`src/homography_frame_border_max_defines.svh`:
```
// assertion macros for the homography frame border block
`ifndef HOMOGRAPHY_FRAME_BORDER_MAX_DEFINES_SVH
`define HOMOGRAPHY_FRAME_BORDER_MAX_DEFINES_SVH
`ifndef SYNTHESIS
`define HFB_ASSERT(label, clk, rst, prop) \
  label: assert property (@(posedge clk) disable iff (rst) prop) else $error("%m: check failed");
`define HFB_ASSERT_NR(label, clk, prop) \
  label: assert property (@(posedge clk) prop) else $error("%m: check failed");
`else
`define HFB_ASSERT(label, clk, rst, prop)
`define HFB_ASSERT_NR(label, clk, prop)
`endif
`endif

```
`src/hfb_pkg.sv`:
```
// -----------------------------------------------------------------------------
// hfb_pkg
// shared types and constants for the homography frame border block
// -----------------------------------------------------------------------------
package hfb_pkg;
  localparam int CoefW = 48;
  localparam int DimW = 13;
  localparam int OutW = 32;
  localparam int ProdW = 64;
  localparam int FracOut = 16;
  // quotient steps: 62 numerator bits plus 16 fraction bits
  localparam int DivSteps = 78;
  localparam int QW = 52;
  localparam int CfgIdxW = 1;
  localparam logic [CfgIdxW-1:0] RegWidth = 1'b0;
  localparam logic [CfgIdxW-1:0] RegHeight = 1'b1;
  localparam logic [OutW-1:0] IntMin = {1'b1, {(OutW-1){1'b0}}};
  localparam logic [QW-1:0] QCap = QW'(64'd1 << 50);
  localparam logic [QW-1:0] CoordCap = QW'(64'd1 << 47);

  typedef logic signed [CoefW-1:0] coef_t;

  typedef struct packed {
    coef_t [8:0] m;
    logic        last_view;
  } item_t;

  typedef struct packed {
    logic [OutW-1:0] border_top;
    logic [OutW-1:0] border_left;
    logic [OutW-1:0] border_bottom;
    logic [OutW-1:0] border_right;
    logic            degenerate;
  } result_t;

  // commands from the controller to the datapath
  typedef struct packed {
    logic       load;      // latch input item
    logic       mac;       // one multiply-add step
    logic [1:0] corner;
    logic [1:0] row;       // 0 x numerator, 1 y numerator, 2 divisor
    logic [1:0] term;      // 0 times x, 1 times y, 2 plus constant
    logic       div_start;
    logic       div_sel;   // 0 x, 1 y
    logic       div_step;
    logic       div_end;   // round and store coordinate
    logic       fold;      // fold corner bounds into running maxima
    logic       emit;      // capture result
  } cmd_t;

  typedef struct packed {
    logic w_zero;
    logic last_view;
  } stat_t;

  // saturate a wide signed value to 32 bits
  function automatic logic [OutW-1:0] sat32(input logic signed [QW+1:0] v);
    logic signed [QW+1:0] hi;
    logic signed [QW+1:0] lo;
    hi = (QW+2)'(64'sh7FFF_FFFF);
    lo = -(QW+2)'(64'sh8000_0000);
    if (v > hi) return {1'b0, {(OutW-1){1'b1}}};
    if (v < lo) return IntMin;
    return v[OutW-1:0];
  endfunction
endpackage

```
`src/hfb_ctrl.sv`:
```
// -----------------------------------------------------------------------------
// hfb_ctrl
// sequencer: per corner nine multiply-adds, then two serial divisions
// -----------------------------------------------------------------------------
`include "homography_frame_border_max_defines.svh"
module hfb_ctrl (
  input  logic           clk,
  input  logic           rst,
  input  logic           in_valid,
  output logic           in_ready,
  output logic           out_valid,
  input  logic           out_ready,
  input  hfb_pkg::stat_t stat,
  output hfb_pkg::cmd_t  cmd
);
  localparam logic [2:0] S_IDLE = 3'd0;
  localparam logic [2:0] S_MAC = 3'd1;
  localparam logic [2:0] S_DSTART = 3'd2;
  localparam logic [2:0] S_DIV = 3'd3;
  localparam logic [2:0] S_DEND = 3'd4;
  localparam logic [2:0] S_FOLD = 3'd5;
  localparam logic [2:0] S_EMIT = 3'd6;

  logic [2:0] state, state_next;
  logic [1:0] corner, corner_next;
  logic [1:0] row, row_next;
  logic [1:0] term, term_next;
  logic       sel, sel_next;
  logic [6:0] cnt, cnt_next;
  logic       out_valid_next;

  assign in_ready = (state == S_IDLE);

  always_comb begin
    state_next = state; corner_next = corner; row_next = row; term_next = term;
    sel_next = sel; cnt_next = cnt; out_valid_next = out_valid && !out_ready;
    cmd = '0;
    cmd.corner = corner; cmd.row = row; cmd.term = term; cmd.div_sel = sel;
    unique case (state)
      S_IDLE: begin
        if (in_valid && in_ready) begin
          cmd.load = 1'b1;
          state_next = S_MAC; corner_next = '0; row_next = '0; term_next = '0;
        end
      end
      S_MAC: begin
        cmd.mac = 1'b1;
        if (term == 2'd2) begin
          term_next = '0;
          if (row == 2'd2) begin
            row_next = '0; sel_next = 1'b0; state_next = S_DSTART;
          end else row_next = row + 2'd1;
        end else term_next = term + 2'd1;
      end
      S_DSTART: begin
        cmd.div_start = 1'b1;
        cnt_next = 7'(hfb_pkg::DivSteps - 1);
        state_next = S_DIV;
      end
      S_DIV: begin
        cmd.div_step = 1'b1;
        cnt_next = cnt - 7'd1;
        if (cnt == '0) state_next = S_DEND;
      end
      S_DEND: begin
        cmd.div_end = 1'b1;
        if (!sel) begin
          sel_next = 1'b1; state_next = S_DSTART;
        end else if (corner == 2'd3) state_next = S_FOLD;
        else begin
          corner_next = corner + 2'd1; state_next = S_MAC;
        end
      end
      S_FOLD: begin
        cmd.fold = 1'b1;
        state_next = stat.last_view ? S_EMIT : S_IDLE;
      end
      S_EMIT: begin
        // wait here while the previous result is still held
        if (!out_valid || out_ready) begin
          cmd.emit = 1'b1;
          out_valid_next = 1'b1;
          state_next = S_IDLE;
        end
      end
      default: state_next = S_IDLE;
    endcase
  end

  always_ff @(posedge clk) begin
    if (rst) begin
      state <= S_IDLE; corner <= '0; row <= '0; term <= '0; sel <= 1'b0;
      cnt <= '0; out_valid <= 1'b0;
    end else begin
      state <= state_next; corner <= corner_next; row <= row_next;
      term <= term_next; sel <= sel_next; cnt <= cnt_next;
      out_valid <= out_valid_next;
    end
  end

  // result is raised only after an emit step
  `HFB_ASSERT(a_emit_raises, clk, rst, cmd.emit |=> out_valid)
  // a new result is captured only when the output register is free
  `HFB_ASSERT(a_emit_free, clk, rst, cmd.emit |-> (!out_valid || out_ready))
  // a division start is followed by a divider step
  `HFB_ASSERT(a_div_in_order, clk, rst, cmd.div_start |=> cmd.div_step)
endmodule

```
`config.mk`:
```
export PLATFORM = sky130hd
export DESIGN_NAME = hfb_ctrl
export DESIGN_NICKNAME = d
export VERILOG_FILES = /design/src/hfb_pkg.sv /design/src/hfb_ctrl.sv
export VERILOG_INCLUDE_DIRS = /design/src /design/src/src
export SDC_FILE = /design/constraint.sdc
export NUM_CORES = 1
export LEC_CHECK = 0
export CORE_MARGIN = 3
export CORE_UTILIZATION = 35
export CTS_BUF_LIST = sky130_fd_sc_hd__clkbuf_2 sky130_fd_sc_hd__clkbuf_4 sky130_fd_sc_hd__clkbuf_8
export CTS_CLUSTER_SIZE = 8
export DETAILED_ROUTE_END_ITERATION = 6
export DONT_BUFFER_PORTS = 1
export GPL_ROUTABILITY_DRIVEN = 0
export MAX_ROUTING_LAYER = met4
export PLACE_DENSITY = 0.59
export SYNTH_ARGS = -nofsm -noshare
export SYNTH_HDL_FRONTEND = slang
export SYNTH_SLANG_ARGS = --single-unit
```
`constraint.sdc`:
```
create_clock -name clk -period 3.1 [get_ports clk]
set_input_delay 0.93 -clock clk [delete_from_list [all_inputs] [get_ports clk]]
set_output_delay 0.93 -clock clk [all_outputs]
set_load 0.02 [all_outputs]
```
==> flow_summary.yaml <==
cells_and_area:
  final.fill_count: 282
  diodes: 0
  syn2layout_area_growth_pct: 3.80
  final_nets: 130
  design_area_um2: 1090
  ff_latch_area_um2: 360
  drive_gt1_share_pct: 11.7
  finalNonFillerCells: 151
  multiInputGateArea_um2: 618
detailed_routing:
  routed_via_density: 5.34
  routed_wl_um: 2070
  drc: 0
  dr.pass1.iters: 4
  drtIter0Drc: 48
  drt.antenna.violating_nets: 0
  via_count: 807
  wire_per_inst_um: 13.7
worst_setup_path:
  crit_path_end: "cmd[5]"
  worstSetupPathType: "reg2out"
  cp-end-kind: "primary output"
  r2r-start: "state[2]"
  cp.required_ns: 2.17
  cp_num_buf_inv: 1
  critPathLaunch: "state[1]"
  worstSetupStartpointType: "flip-flop"
  timing.rr.end: "corner[1]"
  worstPathCellList: "nor2b_1 > nand2b_1 > inv_1"
  arrival_ns: 1.76
  cpMaxStageDelayCell: "dfxtp_1"
  r2r_cells: 4
  slowest_delay_ns: 0.61
  cp_top_family: "simple AND/OR/NAND/NOR gates"
  cp.depth: 3
  r2r_slack_ns: 1.09
  path_max_fanout: 14
timing:
  worst_pin_slew_ns: 0.969
  setup_tns_ns: 0
  skew_ns: 0.0121
  rsz0062_at_grt: "false"
  hold_viol: 0
  min_period_ns: 2.69
  period_share_pct: 86.6
  max_slew_margin_pct: 35.3
  hold_ws_ns: 0.469
  setup_viol: 0
  drv_slew: 0
  fmax_mhz: 372
  fin_ws_ns: 0.414
clock_tree:
  clock_sinks: 18
  tritoncts: "built"
  hold_buffers: 0
  cts_root_buf: "clkbuf_4"
  clkTransAtPathRegs_ns: 0.11
  clockBufferDepth: 2
  cts_resized: 0
  htree_levels: 1
  cts-buffers-inserted: 3
  post_cts_buffers: 0
  clock_latency_ns: 0.30
global_routing:
  grt_overflow: 0
  antenna_found_initial: 0
  grt_pass1_vias: 766
  grt_max_degree: 21
  grt_pass1_wl_um: 3550
  track_usage_pct: 13.2
synth:
  syn_area_um2: 1050
  synth.distinct_cells: 39
  synth_nets: 131
  yosysSeqAreaShare_pct: 34.2
  synthTopCellsByArea: "dfxtp_1 (34%), mux2i_1 (5.7%), nor2_1 (5.7%)"
  yosysWarnings: 0
  netlist_instances: 122
  avgSynthCellArea_um2: 8.65
  synth.top_cell.area_share_pct: 34.2
  synth-seq-cells: 18
  yosysTopAreaCell: "dfxtp_1"
die:
  rows: 19
  dieWidth_um: 60.9
  die-area_um2: 3710
  initial_core_util_pct: 37.6
  die_h_um: 60.9
  coreArea_um2: 2810
  io_pins: 22
pwr:
  switchingPower_mw: 0.437
  p_int_mw: 0.569
  p_clk_share_pct: 14.6
  powerDensity_nw_per_um2: 919
  p_seq_share_pct: 36.6
  ir_worst_vdd_uv: 453
  leakagePower_nw: 0.414
  p_comb_share_pct: 48.8
  swShare_pct: 43.5
outcome:
  status: "completed"
placement:
  hpwl_um: 1540
  place_ws_ns: 0.714
  dpl-instance-area_um2: 1060
  dp.cells: 147
  io_buffers: 0
flow_run:
  maxCapViolations: 0
worst_hold_path:
  hold_depth: 2
  min_path_type: "reg2reg"
## how the worst min path moves through the flow
stage                start  endpoint  slack (ns)
floorplan           cnt[1]    cnt[1]        0.44
global placement    cnt[1]    cnt[1]        0.45
detailed placement  cnt[1]    cnt[1]        0.46
CTS                 cnt[1]    cnt[1]        0.47
global route        cnt[1]    cnt[1]        0.50
finish              cnt[1]    cnt[1]        0.47
## metal layers
layer | GRT usage [%] | wire length (um) | vias up
met5 | - | 0 | -
met4 | 2.79 | 14 | 0
met3 | 6.38 | 158 | 2
met2 | 18.3 | 874 | 19
met1 | 17.4 | 1030 | 364
li1 | - | - | 422
## tightest hold or removal path: cells and delay by family (launching register included)
kind / cells / cell delay (ns)
AOI/OAI and AO/OA: 1 / 0.05
DFF: 1 / 0.33
and+or+nand+nor: 1 / 0.06
## synth_stat cells, drive strengths merged
cell type,number
nor4b,2
nor2b,3
nor3b,5
or3b,1
a22oi,3
a211oi,4
nor3,3
inv,7
dfxtp,18
or4,2
nor2,16
buf,6
a211o,1
a21o,2
nand2,6
or3,2
a21oi,7
and3b,1
nand3b,3
o21ai,5
clkbuf,2
nand3,1
a311oi,1
nand2b,6
mux2,1
ha,3
and3,1
a31oi,1
xnor2,1
mux2i,6
nor4,1
and4bb,1
## state kept, by name, indices dropped and copies added (netlist names)
signal	count
sel	1
row	2
cnt	7
term	2
out_valid	1
state	3
corner	2
## through the flow
stage | utilization (%) | power, mW
floorplan | - | 0.794
global placement | 37.7 | 0.859
detailed placement | 37.7 | 0.869
CTS | 39.0 | 1.02
global route | 39.0 | 1.10
finish | 39.0 | 1.01
## area by class of cell
cell class / count / share of cell area, %
Multi-Input combinational cell: 89 / 56.5
Sequential cell: 18 / 32.9
Clock buffer: 4 / 3.31
Inverter: 7 / 2.40
Tap cell: 31 / 3.54
Timing Repair Buffer: 2 / 1.37
## cells in the final DEF, fill, tap and decap left out, drive strengths merged
cell type / instances
a211o: 1
a211oi: 4
a21o: 2
a21oi: 7
a22oi: 3
a311oi: 1
a31oi: 1
and3: 1
and3b: 1
and4bb: 1
buf: 2
clkbuf: 4
dfxtp: 18
ha: 3
inv: 7
mux2: 1
mux2i: 6
nand2: 6
nand2b: 6
nand3: 1
nand3b: 3
nor2: 16
nor2b: 3
nor3: 3
nor3b: 5
nor4: 1
nor4b: 2
o21ai: 5
or3: 2
or3b: 1
or4: 2
xnor2: 1
## cell families (layout without fill, tap and decap cells)
kind of cell	after synthesis	in the layout	share of synthesized area, %
and+or+nand+nor	54	54	30.2
AOI/OAI and AO/OA	24	24	17.2
DFF	18	18	34.2
buffers and inverters	15	13	7.24
muxes	7	7	6.76
adders and majority gates	3	3	3.56
xor gates and xnor gates	1	1	0.831
## power by group through the flow
stage / Sequential, mW / Combinational [mW] / Clock (mW)
CTS: 0.368 / 0.497 / 0.154
global route: 0.381 / 0.556 / 0.166
floorplan: 0.331 / 0.463 / 0
finish: 0.368 / 0.490 / 0.147
global placement: 0.373 / 0.486 / 0
detailed placement: 0.374 / 0.495 / 0
Power figures use the tool's default switching activity.
